==> config.mk <==
export PLATFORM = sky130hd
export DESIGN_NAME = decimal_accumulator_alu
export DESIGN_NICKNAME = d
export VERILOG_FILES = /design/src/design/dau_pkg.sv /design/src/design/dau_ram.sv /design/src/design/dau_dp.sv /design/src/design/dau_ctrl.sv /design/src/design/decimal_accumulator_alu.sv
export SDC_FILE = /design/constraint.sdc
export NUM_CORES = 2
export LEC_CHECK = 0
export BUFFER_PORTS_ARGS = -buffer_cell sky130_fd_sc_hd__buf_4
export CELL_PAD_IN_SITES_DETAIL_PLACEMENT = 0
export CELL_PAD_IN_SITES_GLOBAL_PLACEMENT = 2
export CORE_AREA = 2 2 481 483
export DETAILED_ROUTE_END_ITERATION = 8
export DIE_AREA = 0 0 483 485
export GPL_ROUTABILITY_DRIVEN = 0
export PLACE_DENSITY_LB_ADDON = 0.1
export SLEW_MARGIN = 20
export SYNTH_ARGS = -nofsm -noshare
export SYNTH_HDL_FRONTEND = slang
export SYNTH_SLANG_ARGS = --single-unit
==> constraint.sdc <==
create_clock -name clk -period 7.05 [get_ports clk]
set_input_delay 0.705 -clock clk [delete_from_list [all_inputs] [get_ports clk]]
set_output_delay 0.705 -clock clk [all_outputs]
set_load 0.01 [all_outputs]
==> src/design/dau_pkg.sv <==
// ----------------------------------------------------------------------------
// dau_pkg
// shared widths, limits, opcodes, controller states and the command and
// status groups between controller and datapath
// ----------------------------------------------------------------------------
package dau_pkg;

  localparam int WORD_W        = 15;
  localparam int ADDR_W        = 7;
  localparam int OP_W          = 3;
  localparam int PROD_W        = 2 * WORD_W;
  localparam int MAG_W         = 14;
  localparam int DIV_STEPS     = MAG_W;
  localparam int WORD_MAX      = 9999;
  localparam int WORD_MIN      = -9999;
  localparam int MEM_WORDS_DEF = 128;

  typedef enum logic [OP_W-1:0] {
    OP_LOAD  = 3'd0,
    OP_FETCH = 3'd1,
    OP_ADD   = 3'd2,
    OP_SUB   = 3'd3,
    OP_MUL   = 3'd4,
    OP_DIV   = 3'd5,
    OP_MOD   = 3'd6,
    OP_POW   = 3'd7
  } op_t;

  typedef enum logic [3:0] {
    S_IDLE,
    S_READ,
    S_FETCH,
    S_EXEC,
    S_MUL,
    S_DIV,
    S_DIVFIN,
    S_POW,
    S_DONE
  } state_t;

  typedef struct packed {
    logic capture;
    logic latch;
    logic exec;
    logic mul_fin;
    logic div_step;
    logic div_fin;
    logic pow_step;
    logic retire;
  } cmd_t;

  typedef struct packed {
    op_t  op;
    logic simple;
    logic div_last;
    logic pow_end;
  } sts_t;

endpackage

==> src/design/dau_ram.sv <==
// ----------------------------------------------------------------------------
// dau_ram
// generic single write port ram with one registered read port
// ----------------------------------------------------------------------------
module dau_ram #(
  parameter int WIDTH = 15,
  parameter int DEPTH = 128
) (
  input  logic                     clk,
  input  logic                     we,
  input  logic [$clog2(DEPTH)-1:0] waddr,
  input  logic [WIDTH-1:0]         wdata,
  input  logic [$clog2(DEPTH)-1:0] raddr,
  output logic [WIDTH-1:0]         rdata
);

  logic [WIDTH-1:0] mem [DEPTH];

  always_ff @(posedge clk) begin
    if (we) begin
      mem[waddr] <= wdata;
    end
    rdata <= mem[raddr];
  end

endmodule

==> src/design/dau_dp.sv <==
// ----------------------------------------------------------------------------
// dau_dp
// datapath: word memory with valid bits, accumulator, shared multiplier,
// restoring divider, power loop and the output register
// ----------------------------------------------------------------------------
module dau_dp import dau_pkg::*; #(
  parameter int MEM_WORDS = MEM_WORDS_DEF
) (
  input  logic                     clk,
  input  logic                     rst_n,
  input  cmd_t                     cmd,
  output sts_t                     sts,
  input  logic [OP_W-1:0]          in_op,
  input  logic [ADDR_W-1:0]        in_address,
  input  logic signed [WORD_W-1:0] in_load_value,
  output logic signed [WORD_W-1:0] out_accumulator,
  output logic signed [WORD_W-1:0] out_word_value,
  output logic                     out_ok
);

  localparam int DEPTH = (MEM_WORDS < (1 << ADDR_W)) ? MEM_WORDS : (1 << ADDR_W);
  localparam int AW    = $clog2(DEPTH);
  localparam int CNT_W = $clog2(DIV_STEPS);
  localparam logic [ADDR_W:0]             DEPTH_L  = (ADDR_W+1)'(DEPTH);
  localparam logic [CNT_W-1:0]            DIV_LAST = CNT_W'(DIV_STEPS - 1);
  localparam logic signed [WORD_W-1:0]    W_ONE    = WORD_W'(1);
  localparam logic signed [WORD_W-1:0]    W_NEG1   = WORD_W'(-1);
  localparam logic signed [WORD_W-1:0]    W_MAX    = WORD_W'(WORD_MAX);
  localparam logic signed [WORD_W-1:0]    W_MIN    = WORD_W'(WORD_MIN);
  localparam logic signed [WORD_W:0]      S_MAX    = (WORD_W+1)'(WORD_MAX);
  localparam logic signed [WORD_W:0]      S_MIN    = (WORD_W+1)'(WORD_MIN);
  localparam logic signed [PROD_W-1:0]    P_MAX    = PROD_W'(WORD_MAX);
  localparam logic signed [PROD_W-1:0]    P_MIN    = PROD_W'(WORD_MIN);

  op_t                     op_r;
  logic [ADDR_W-1:0]       addr_r;
  logic signed [WORD_W-1:0] lv_r;
  logic signed [WORD_W-1:0] acc_r;
  logic signed [WORD_W-1:0] word_r;
  logic signed [WORD_W-1:0] res_r;
  logic signed [WORD_W-1:0] res_nxt;
  logic                    ok_r;
  logic                    ok_nxt;
  logic signed [PROD_W-1:0] prod_r;
  logic [MAG_W-1:0]        rem_r;
  logic [MAG_W-1:0]        quo_r;
  logic [MAG_W-1:0]        dmag_r;
  logic [CNT_W-1:0]        dcnt_r;
  logic [MAG_W-1:0]        pcnt_r;
  logic [DEPTH-1:0]        vld_r;

  logic                    addr_ok;
  logic [AW-1:0]           idx;
  logic                    lv_ok;
  logic                    ram_we;
  logic [WORD_W-1:0]       rdata;
  logic signed [WORD_W-1:0] acc_neg;
  logic signed [WORD_W-1:0] word_neg;
  logic [MAG_W-1:0]        acc_mag;
  logic [MAG_W-1:0]        word_mag;
  logic signed [WORD_W:0]  sum;
  logic signed [WORD_W:0]  diff;
  logic                    acc_unit;
  logic                    word_zero;
  logic signed [WORD_W-1:0] pow_par;
  logic signed [WORD_W-1:0] mul_b;
  logic signed [PROD_W-1:0] mul_p;
  logic                    prod_ok;
  logic [MAG_W:0]          trial;
  logic [MAG_W:0]          tdiff;
  logic                    ge;
  logic signed [WORD_W-1:0] q_s;
  logic signed [WORD_W-1:0] r_s;
  logic signed [WORD_W-1:0] div_res;
  logic                    simple;

  assign addr_ok   = {1'b0, addr_r} < DEPTH_L;
  assign idx       = addr_r[AW-1:0];
  assign lv_ok     = (lv_r > W_MIN) && (lv_r < W_MAX);
  assign ram_we    = cmd.exec && (op_r == OP_LOAD) && addr_ok && lv_ok;

  dau_ram #(
    .WIDTH (WORD_W),
    .DEPTH (DEPTH)
  ) u_ram (
    .clk   (clk),
    .we    (ram_we),
    .waddr (idx),
    .wdata (lv_r),
    .raddr (idx),
    .rdata (rdata)
  );

  assign acc_neg   = -acc_r;
  assign word_neg  = -word_r;
  assign acc_mag   = acc_r[WORD_W-1] ? acc_neg[MAG_W-1:0] : acc_r[MAG_W-1:0];
  assign word_mag  = word_r[WORD_W-1] ? word_neg[MAG_W-1:0] : word_r[MAG_W-1:0];
  assign sum       = {acc_r[WORD_W-1], acc_r} + {word_r[WORD_W-1], word_r};
  assign diff      = {acc_r[WORD_W-1], acc_r} - {word_r[WORD_W-1], word_r};
  assign acc_unit  = (acc_r == W_ONE) || (acc_r == W_NEG1) || (acc_r == '0);
  assign word_zero = (word_r == '0);
  assign pow_par   = word_r[0] ? W_NEG1 : W_ONE;

  // one multiplier, shared by mul and the power loop
  assign mul_b     = cmd.pow_step ? prod_r[WORD_W-1:0] : word_r;
  assign mul_p     = PROD_W'(acc_r) * PROD_W'(mul_b);
  assign prod_ok   = (prod_r >= P_MIN) && (prod_r <= P_MAX);

  // restoring divide step on magnitudes
  assign trial     = {rem_r, quo_r[MAG_W-1]};
  assign tdiff     = trial - {1'b0, dmag_r};
  assign ge        = trial >= {1'b0, dmag_r};

  assign q_s       = {1'b0, quo_r};
  assign r_s       = {1'b0, rem_r};

  always_comb begin
    if (op_r == OP_MOD) begin
      div_res = acc_r[WORD_W-1] ? -r_s : r_s;
    end else begin
      div_res = (acc_r[WORD_W-1] ^ word_r[WORD_W-1]) ? -q_s : q_s;
    end
  end

  always_comb begin
    simple = !addr_ok
          || (op_r == OP_LOAD) || (op_r == OP_FETCH)
          || (op_r == OP_ADD) || (op_r == OP_SUB)
          || (((op_r == OP_DIV) || (op_r == OP_MOD) || (op_r == OP_POW)) && word_zero)
          || ((op_r == OP_POW) && (word_r[WORD_W-1] || acc_unit));
  end

  // outcome of the simple cases
  always_comb begin
    res_nxt = acc_r;
    ok_nxt  = 1'b0;
    if (addr_ok) begin
      unique case (op_r)
        OP_LOAD: begin
          ok_nxt = lv_ok;
        end
        OP_FETCH: begin
          res_nxt = word_r;
          ok_nxt  = 1'b1;
        end
        OP_ADD: begin
          res_nxt = sum[WORD_W-1:0];
          ok_nxt  = (sum >= S_MIN) && (sum <= S_MAX);
        end
        OP_SUB: begin
          res_nxt = diff[WORD_W-1:0];
          ok_nxt  = (diff >= S_MIN) && (diff <= S_MAX);
        end
        OP_POW: begin
          if (!word_zero) begin
            if (word_r[WORD_W-1]) begin
              if (acc_r == W_ONE) begin
                res_nxt = W_ONE;
                ok_nxt  = 1'b1;
              end else if (acc_r == W_NEG1) begin
                res_nxt = pow_par;
                ok_nxt  = 1'b1;
              end else if (acc_r != '0) begin
                res_nxt = '0;
                ok_nxt  = 1'b1;
              end
            end else if (acc_unit) begin
              res_nxt = (acc_r == W_NEG1) ? pow_par : acc_r;
              ok_nxt  = 1'b1;
            end
          end
        end
        default: begin
        end
      endcase
    end
  end

  assign sts.op       = op_r;
  assign sts.simple   = simple;
  assign sts.div_last = (dcnt_r == DIV_LAST);
  assign sts.pow_end  = !prod_ok || (pcnt_r == '0);

  always_ff @(posedge clk) begin
    if (!rst_n) begin
      acc_r <= '0;
      vld_r <= '0;
    end else begin
      if (ram_we) begin
        vld_r[idx] <= 1'b1;
      end
      if (cmd.retire && ok_r) begin
        acc_r <= res_r;
      end
    end
  end

  always_ff @(posedge clk) begin
    if (cmd.capture) begin
      op_r   <= op_t'(in_op);
      addr_r <= in_address;
      lv_r   <= in_load_value;
    end
    if (cmd.latch) begin
      word_r <= (addr_ok && vld_r[idx]) ? rdata : '0;
    end
    if (cmd.exec) begin
      res_r <= res_nxt;
      ok_r  <= ok_nxt;
      if (ram_we) begin
        word_r <= lv_r;
      end
      if (op_r == OP_POW) begin
        prod_r <= PROD_W'(acc_r);
      end else begin
        prod_r <= mul_p;
      end
      pcnt_r <= word_r[MAG_W-1:0] - MAG_W'(1);
      rem_r  <= '0;
      quo_r  <= acc_mag;
      dmag_r <= word_mag;
      dcnt_r <= '0;
    end
    if (cmd.mul_fin) begin
      res_r <= prod_r[WORD_W-1:0];
      ok_r  <= prod_ok;
    end
    if (cmd.div_step) begin
      rem_r  <= ge ? tdiff[MAG_W-1:0] : trial[MAG_W-1:0];
      quo_r  <= {quo_r[MAG_W-2:0], ge};
      dcnt_r <= dcnt_r + CNT_W'(1);
    end
    if (cmd.div_fin) begin
      res_r <= div_res;
      ok_r  <= 1'b1;
    end
    if (cmd.pow_step) begin
      if (!prod_ok) begin
        ok_r <= 1'b0;
      end else if (pcnt_r == '0) begin
        res_r <= prod_r[WORD_W-1:0];
        ok_r  <= 1'b1;
      end else begin
        prod_r <= mul_p;
        pcnt_r <= pcnt_r - MAG_W'(1);
      end
    end
    if (cmd.retire) begin
      out_accumulator <= ok_r ? res_r : acc_r;
      out_word_value  <= word_r;
      out_ok          <= ok_r;
    end
  end

endmodule

==> src/design/dau_ctrl.sv <==
// ----------------------------------------------------------------------------
// dau_ctrl
// controller: sequences one instruction through read, execute and the
// multi-cycle units, and owns both handshakes
// ----------------------------------------------------------------------------
module dau_ctrl import dau_pkg::*; (
  input  logic clk,
  input  logic rst_n,
  input  logic in_valid,
  output logic in_stall,
  output logic out_valid,
  input  logic out_stall,
  input  sts_t sts,
  output cmd_t cmd
);

  state_t state_r;
  state_t state_nxt;
  logic   out_valid_r;
  logic   out_free;

  assign out_free  = !out_valid_r || !out_stall;
  assign in_stall  = (state_r != S_IDLE);
  assign out_valid = out_valid_r;

  always_comb begin
    state_nxt = state_r;
    unique case (state_r)
      S_IDLE: begin
        if (in_valid) begin
          state_nxt = S_READ;
        end
      end
      S_READ:  state_nxt = S_FETCH;
      S_FETCH: state_nxt = S_EXEC;
      S_EXEC: begin
        if (sts.simple) begin
          state_nxt = S_DONE;
        end else begin
          unique case (sts.op) inside
            OP_MUL:         state_nxt = S_MUL;
            OP_DIV, OP_MOD: state_nxt = S_DIV;
            default:        state_nxt = S_POW;
          endcase
        end
      end
      S_MUL: state_nxt = S_DONE;
      S_DIV: begin
        if (sts.div_last) begin
          state_nxt = S_DIVFIN;
        end
      end
      S_DIVFIN: state_nxt = S_DONE;
      S_POW: begin
        if (sts.pow_end) begin
          state_nxt = S_DONE;
        end
      end
      S_DONE: begin
        if (out_free) begin
          state_nxt = S_IDLE;
        end
      end
      default: state_nxt = S_IDLE;
    endcase
  end

  always_comb begin
    cmd = '0;
    unique case (state_r)
      S_IDLE:   cmd.capture  = in_valid;
      S_FETCH:  cmd.latch    = 1'b1;
      S_EXEC:   cmd.exec     = 1'b1;
      S_MUL:    cmd.mul_fin  = 1'b1;
      S_DIV:    cmd.div_step = 1'b1;
      S_DIVFIN: cmd.div_fin  = 1'b1;
      S_POW:    cmd.pow_step = 1'b1;
      S_DONE:   cmd.retire   = out_free;
      default: begin
      end
    endcase
  end

  always_ff @(posedge clk) begin
    if (!rst_n) begin
      state_r     <= S_IDLE;
      out_valid_r <= 1'b0;
    end else begin
      state_r <= state_nxt;
      if (cmd.retire) begin
        out_valid_r <= 1'b1;
      end else if (!out_stall) begin
        out_valid_r <= 1'b0;
      end
    end
  end

endmodule

==> src/design/decimal_accumulator_alu.sv <==
// ----------------------------------------------------------------------------
// decimal_accumulator_alu
// accumulator instruction unit over a memory of signed four-digit words
//
// in_* carries one instruction word (op, address, load value), out_* one
// result word (accumulator, memory word at address, ok). a word moves on a
// rising edge with valid high and stall low on that channel.
// one instruction at a time: in_stall is low only while the controller idles.
// load, fetch, add, sub, a zero divisor or exponent, and power with a
// negative exponent or a base of 0 or +-1 go from execute straight to
// done; mul passes through the multiply state; div and mod run the 14-step
// restoring divider and a finishing state; other power makes one
// shared-multiplier pass per step until the exponent runs out or the value
// leaves the four-digit range. the controller returns to idle in between.
// the result sits in an output register: a stalled receiver holds it there
// while the next instruction is already taken and worked on; that one then
// waits in its last state until the register frees.
// reset clears the accumulator, the word valid bits (every word reads as zero
// until loaded) and both handshakes; no clearing pass is needed.
// ----------------------------------------------------------------------------
module decimal_accumulator_alu import dau_pkg::*; #(
  parameter int MEM_WORDS = MEM_WORDS_DEF
) (
  input  logic                     clk,
  input  logic                     rst_n,
  input  logic                     in_valid,
  output logic                     in_stall,
  input  logic [OP_W-1:0]          in_op,
  input  logic [ADDR_W-1:0]        in_address,
  input  logic signed [WORD_W-1:0] in_load_value,
  output logic                     out_valid,
  input  logic                     out_stall,
  output logic signed [WORD_W-1:0] out_accumulator,
  output logic signed [WORD_W-1:0] out_word_value,
  output logic                     out_ok
);

  cmd_t cmd;
  sts_t sts;

  dau_ctrl u_ctrl (
    .clk       (clk),
    .rst_n     (rst_n),
    .in_valid  (in_valid),
    .in_stall  (in_stall),
    .out_valid (out_valid),
    .out_stall (out_stall),
    .sts       (sts),
    .cmd       (cmd)
  );

  dau_dp #(
    .MEM_WORDS (MEM_WORDS)
  ) u_dp (
    .clk             (clk),
    .rst_n           (rst_n),
    .cmd             (cmd),
    .sts             (sts),
    .in_op           (in_op),
    .in_address      (in_address),
    .in_load_value   (in_load_value),
    .out_accumulator (out_accumulator),
    .out_word_value  (out_word_value),
    .out_ok          (out_ok)
  );

`ifndef SYNTH
  a_busy_after_accept: assert property (@(posedge clk) disable iff (!rst_n)
    (in_valid && !in_stall) |=> in_stall)
    else $error("input taken while an instruction is in flight");

  a_retire_free: assert property (@(posedge clk) disable iff (!rst_n)
    cmd.retire |-> (!out_valid || !out_stall))
    else $error("result overwrote a stalled word");

  a_acc_range: assert property (@(posedge clk) disable iff (!rst_n)
    out_valid |-> (out_accumulator >= WORD_MIN && out_accumulator <= WORD_MAX))
    else $error("accumulator outside four-digit range");

  a_word_range: assert property (@(posedge clk) disable iff (!rst_n)
    out_valid |-> (out_word_value > WORD_MIN && out_word_value < WORD_MAX))
    else $error("memory word outside load range");
`endif

endmodule

Word-level counts from Yosys, hierarchy flattened
Memory sizes are Yosys's and may differ from the RTL's. A register that Yosys moved wholly into a read port is not among the register bits.
Index checks and enable logic that the tools add are counted.
Widths: inputs -> output; s select.

storage, ports and cells
  register bits = 325
  RAM bits = 1,920
  input bits = 29
  output and inout port bits = 33
  word-level logic and storage cells = 181
  memories kept = 1

memory list
  name            depth  bits a word  read ports  clocked after memory_dff  write ports  RTL line       source
  u_dp.u_ram.mem  128    15           1           1                         1            dau_ram.sv:17  logic [WIDTH-1:0] mem [DEPTH];

operators by class
  $add $sub $neg = 10
  $mul = 1
  magnitude comparators = 11
  equal/unequal tests = 23
  mux-type cells = 78
  bitwise logic cells = 2
  reduce and logical (&&, ||, !) cells = 36

operators with widths
  operator               count
  $mux 15                23
  $mux 14                11
  $mux 30                5
  $or 128x128->128       1
  $pmux 15 s4            1
  $ge 16x15->1 const B   2
  $le 16x15->1 const B   2
  $pmux 4 s8             1
  $ge 30x15->1 const B   1
  $le 30x15->1 const B   1
  $logic_not 15->1       2
  $mul 15x15->30         1
  $neg 14->15            2
  $mux 4                 7
  $neg 14->14            2
  $sub 14x1->14 const B  2
  $mux 1                 26
  $add 15x15->16         1
  $eq 4x3->1 const B     4
  $sub 15x15->16         1
  $eq 15x1->1 const B    1
  $eq 15x2->1 const B    1
  $ge 15x14->1           1
  $gt 15x15->1 const B   1
  29 further kinds       61

Longest topological paths before layout
  depth after elaboration = 13
  gate-level depth with buffers = 30

Cells and area by module
Synthesis repeated with hierarchy kept, for this count alone.

unflattened totals
  cells, all modules = 6,012
  area, all modules = 100,769.1 sq um

modules (own cells, without submodules)
  module    instances  cells each  area an instance (sq um)
  dau_ram   1          2,904       73,629.4
  dau_dp    1          3,048       26,674.3
  dau_ctrl  1          60          465.4

Worst setup path before layout
Ideal clock, no wire load.

  path kind = register to register
  start point = register u_ctrl.state_r[3]
  end point = register u_dp.prod_r[29]
  setup time = 0.131 ns
  arrival time = 7.020 ns
  setup slack = -0.101 ns
  stages on the path, launching flop included = 29
  period minus slack after synthesis = 7.151 ns
  cells stage by stage = dfxtp_1 -> clkbuf_1 -> nor2b_1 -> and3_1 -> buf_2 -> mux2i_1 -> clkbuf_1 -> nor2_1 -> fa_1 -> inv_1 -> fa_1 -> inv_1 -> fa_1 -> inv_1 -> fa_1 -> inv_1 -> fa_1 -> inv_1 -> fa_1 -> inv_1 -> ha_1 -> or4_1 -> o221ai_1 -> a31o_2 -> o21ai_0 -> a21oi_1 -> o21ai_0 -> a2111oi_0 -> nor3_1

on the way
  longest elaborated chain between the ends = 9
  elaborated cells on any way between the ends = 11

RTL lines
  what                    RTL line        source
  start, declared         dau_ctrl.sv:17  state_t state_r;
  start signal, assigned  dau_ctrl.sv:89  state_r <= state_nxt;
  $eq 4x3->1              dau_ctrl.sv:70  unique case (state_r)
  $mux 1                  dau_ctrl.sv:70
  $mux 15                 dau_dp.sv:105   assign mul_b = cmd.pow_step ? prod_r[WORD_W-1:0] : word_r;
  $mul 15x15->30          dau_dp.sv:106   assign mul_p = PROD_W'(acc_r) * PROD_W'(mul_b);
  $mux 30                 dau_dp.sv:213   if (op_r == OP_POW) begin
  $mux 30                 dau_dp.sv:207   if (cmd.exec) begin
  $mux 30                 dau_dp.sv:240   end else if (pcnt_r == '0) begin
  $mux 30                 dau_dp.sv:238   if (!prod_ok) begin
  $mux 30 (*)             dau_dp.sv:237   if (cmd.pow_step) begin
  end signal, assigned    dau_dp.sv:214   prod_r <= PROD_W'(acc_r);
  end signal, assigned    dau_dp.sv:216   prod_r <= mul_p;
  end signal, assigned    dau_dp.sv:244   prod_r <= mul_p;
  end, declared           dau_dp.sv:44    logic signed [PROD_W-1:0] prod_r;

Mark *: on every way between the ends. The rest lies on a longest branch, timed or not.
A chain may end at the register's enable or synchronous reset.

Worst setup path in the final report
  start point = register u_ctrl.state_r[0]
  end point = register u_dp.prod_r[26]

Same word-level chain as after synthesis.

==> impl_metrics.json <==
{
  "worstSetupPathType": "reg -> reg",
  "dieArea_um2": 234000,
  "finalMaxSlewViolations": 0,
  "arrival_ns": 7.56,
  "layout_min_cycle_time_ns": 6.80,
  "seqPwrFrac_pct": 45.3,
  "p_sw_share_pct": 29.3,
  "htreeDepth": 4,
  "mostFrequentLayoutCells": "edfxtp_1, a22oi_1, buf_4",
  "power_frac_clock_pct": 36.1,
  "power_mw": 34.5,
  "initial_core_util_pct": 41.8,
  "clock_latency_ns": 0.91,
  "whs_path_depth": 1,
  "routed_wirelength_um": 323000,
  "numCtsBuffers": 233,
  "yosysWarnings": 0,
  "p_switching_mw": 10.1,
  "r2r_setup_slack_ns": 0.25,
  "r2r_cells": 27,
  "syn-mean-instance-area_um2": 14.6,
  "final_common_cell": "edfxtp_1",
  "drt_pass1_iterations": 8,
  "dr.first_iter.drc_count": 7112,
  "synth.distinct_cells": 89,
  "synth-xor-area-share_pct": 1.12,
  "endpoint_kind": "register",
  "design.core.area_um2": 229000,
  "min_from": "in_load_value[12]",
  "tightest_slew_ns": 1.18,
  "grtUsageTotal_pct": 27.2,
  "clk_pin_slew_ns": 0.06,
  "worst_r2r_endpoint": "u_dp.prod_r[26]",
  "viasPerCell": 6.01,
  "ant_nets": 0,
  "syn_to_final_growth_pct": 15.1,
  "finalSetupTns_ns": 0,
  "clockBufferDepth": 3,
  "dominantRegCellSynth": "edfxtp_1",
  "power_leakage_nw": 37.1,
  "placement.io_buffers": 61,
  "crit_required_ns": 7.81,
  "syn-num-nets": 6934,
  "fmax_mhz": 147,
  "synth-simple-area-share_pct": 5.73,
  "crit_fanout": 15,
  "dpl.hpwl_um": 205000,
  "grt-ovfl-total": 0,
  "grt_max_degree": 132,
  "wl_per_cell_um": 32.0,
  "num_io_pins": 62,
  "synth_mux_area_share_pct": 0.597,
  "drc": 0,
  "hold_path.class": "in -> reg",
  "whs_endpoint": "u_dp.lv_r[12]",
  "p_comb_share_pct": 18.5,
  "synthAdderAreaFrac_pct": 6.47,
  "p_per_area_nw_per_um2": 313,
  "finalCritPeriodShare_pct": 96.5,
  "row_count": 176,
  "rsz0062_at_grt": "true",
  "fin_worst_skew_ns": 0.0425,
  "clock-sinks": 2260,
  "status": "completed",
  "ys_async_sr_fraction_pct": 0,
  "synth_area_um2": 95800,
  "ys_seq_area_share_pct": 68.4,
  "final.fill_count": 20000,
  "dieWidth_um": 483,
  "netlist_instances": 6545,
  "grt_pass1_wl_um": 460000,
  "synth_compound_area_share_pct": 14.6,
  "die_h_um": 485,
  "grt_pass1_vias": 60000,
  "maxCapViolCount": 0,
  "synth-edff-count": 2022,
  "worstReg2RegStart": "u_ctrl.state_r[0]",
  "antenna_found_initial": 7,
  "hold_viol_final": 0,
  "cts_tree": "done",
  "p_int_mw": 24.4,
  "finalNetCount": 7244,
  "via_count": 60700,
  "synth-seq-cells": 2260,
  "synth_top_family_by_area": "compound AO/OA/AOI/OAI gates",
  "drive_gt1_share_pct": 13.8,
  "max_slew_margin_pct": 21.1,
  "finalSetupViolations": 0,
  "cp-start-kind": "register",
  "ctsRootBufferMaster": "clkbuf_16",
  "vdd_ir_drop_max_mv": 0.227
}
routing by layer:
layer | part of all wire, % | vias up | track usage (%)
li1 | - | 26300 | -
met1 | 42 | 31700 | 37.4
met3 | 6.1 | 421 | 3.74
met2 | 48 | 2219 | 44.9
met5 | 0.0040 | - | 0
met4 | 3.4 | 2 | 8.72
worst max-delay path by stage:
stage / slack (ns) / endpoint / start
2_1_floorplan: 0.02 / u_dp.prod_r[29] / u_ctrl.state_r[3]
3_3_place_gp: -0.13 / u_dp.prod_r[29] / u_ctrl.state_r[0]
3_5_place_dp: -0.04 / u_dp.prod_r[29] / u_ctrl.state_r[0]
4_1_cts: 0.02 / u_dp.prod_r[29] / u_ctrl.state_r[0]
5_1_grt: -0.01 / u_dp.prod_r[26] / u_ctrl.state_r[0]
6_report: 0.25 / u_dp.prod_r[26] / u_ctrl.state_r[0]
flip-flops by register name, indices dropped and copies added, names as in the netlist, 3 cells and up:
| signal | count |
|---|---|
| u_dp.addr_r | 7 |
| u_dp.out_accumulator | 15 |
| u_dp.u_ram.rdata | 15 |
| u_ctrl.state_r | 4 |
| u_dp.pcnt_r | 14 |
| u_dp.vld_r | 128 |
| u_dp.lv_r | 15 |
| u_dp.dmag_r | 14 |
| u_dp.res_r | 15 |
| u_dp.rem_r | 14 |
| u_dp.quo_r | 14 |
| u_dp.dcnt_r | 4 |
| u_dp.prod_r | 30 |
| u_dp.word_r | 15 |
| u_dp.out_word_value | 15 |
| u_dp.u_ram.mem | 1920 |
| u_dp.acc_r | 15 |
| u_dp.op_r | 3 |
cells in the mapped netlist (20+ instances only):
library cell,instances,area share (%)
edfxtp_1,2022,63
a22oi_1,827,6.5
inv_1,318,1.2
nor2_1,302,1.2
nand2_1,274,1.1
dfxtp_1,238,5.0
fa_1,225,4.7
clkbuf_1,224,0.88
o21ai_0,167,0.87
nand4_1,147,0.96
o21a_1,146,1.1
a21oi_1,136,0.71
a22o_1,135,1.2
ha_1,135,1.8
buf_2,126,0.66
a221oi_1,122,1.1
nor2b_1,94,0.61
xnor2_1,82,0.75
a31oi_1,64,0.42
buf_1,59,0.23
nand3_1,58,0.30
a41oi_1,56,0.51
o22ai_1,56,0.37
nor3_1,41,0.21
xor2_1,39,0.36
and2_1,38,0.25
o211ai_1,38,0.30
nor4_1,35,0.23
mux2i_1,29,0.30
nand2b_1,26,0.17
a21o_1,24,0.19
o31ai_1,20,0.16
power by group through the flow:
stage               clock, mW  sequential, mW  combinational (mW)
finish                   12.5            15.6                6.39
global route             13.2            15.7                6.77
CTS                      12.6            15.6                6.30
detailed placement          0            15.9                6.25
global placement            0            15.9                6.22
floorplan                   0            16.1                3.20
cell type report:
| type | count | area, um2 | share of cell area [%] |
|---|---|---|---|
| Inverter | 322 | 1210 | 1.10 |
| Timing Repair Buffer | 487 | 4120 | 3.73 |
| Clock buffer | 301 | 6310 | 5.72 |
| Clock inverter | 141 | 1460 | 1.33 |
| Multi-Input combinational cell | 3551 | 27900 | 25.3 |
| Sequential cell | 2260 | 65500 | 59.4 |
| Tap cell | 3026 | 3790 | 3.43 |
| Antenna cell | 7 | 17.5 | 0.0159 |
per-stage QoR:
step | cell area [um2] | utilization [%] | setup WS, ns | hold WS, ns | instances
floorplan | 95800 | - | 0.0176 | 0.435 | 6545
global placement | 102000 | 44.4 | -0.126 | 0.442 | 9600
detailed placement | 102000 | 44.5 | -0.0360 | 0.450 | 9603
CTS | 110000 | 48.0 | 0.0183 | 0.0174 | 10100
global route | 110000 | 48.1 | -0.0123 | 0.0528 | 10100
finish | 110000 | 48.1 | 0.249 | 0.0949 | 10100
repair_timing:
action / CTS / global route
setup endpoints to repair: 4 / 7
hold endpoints to repair: 24 / 0
resized for setup: 4 / 38
buffers inserted: 0 / 15
pin swaps: 0 / 6
gates cloned: 0 / 1
hold buffers: 24 / 0
worst max-delay path, stage by stage, from the launching register on:
cell and delay [ns]:
dfxtp_1 0.33, nor2b_2 0.16, and3_4 0.20, buf_12 0.15
mux2i_4 0.29, buf_12 0.17, nor2b_1 0.07, fa_1 0.55
inv_1 0.05, fa_1 0.48, inv_1 0.07, fa_1 0.48
fa_1 0.52, fa_1 0.50, inv_1 0.05, fa_1 0.48
inv_1 0.04, ha_1 0.32, a21o_1 0.13, a21oi_1 0.09
o21a_1 0.21, buf_4 0.15, and4_1 0.16, a211o_1 0.34
a21boi_2 0.19, a21oi_1 0.10, xnor2_1 0.12, o2bb2a_1 0.28
logic make-up (layout without fill, tap and decap cells):
logic type / after synthesis / count (layout)
DFF: 2260 / 2260
adders and majority gates: 360 / 360
AOI/OAI and AO/OA: 1917 / 1917
and+or+nand+nor: 1104 / 1104
other: 0 / 7
xor gates and xnor gates: 122 / 122
muxes: 48 / 48
buffers and inverters: 734 / 1251
Power figures use the tool's default switching activity.
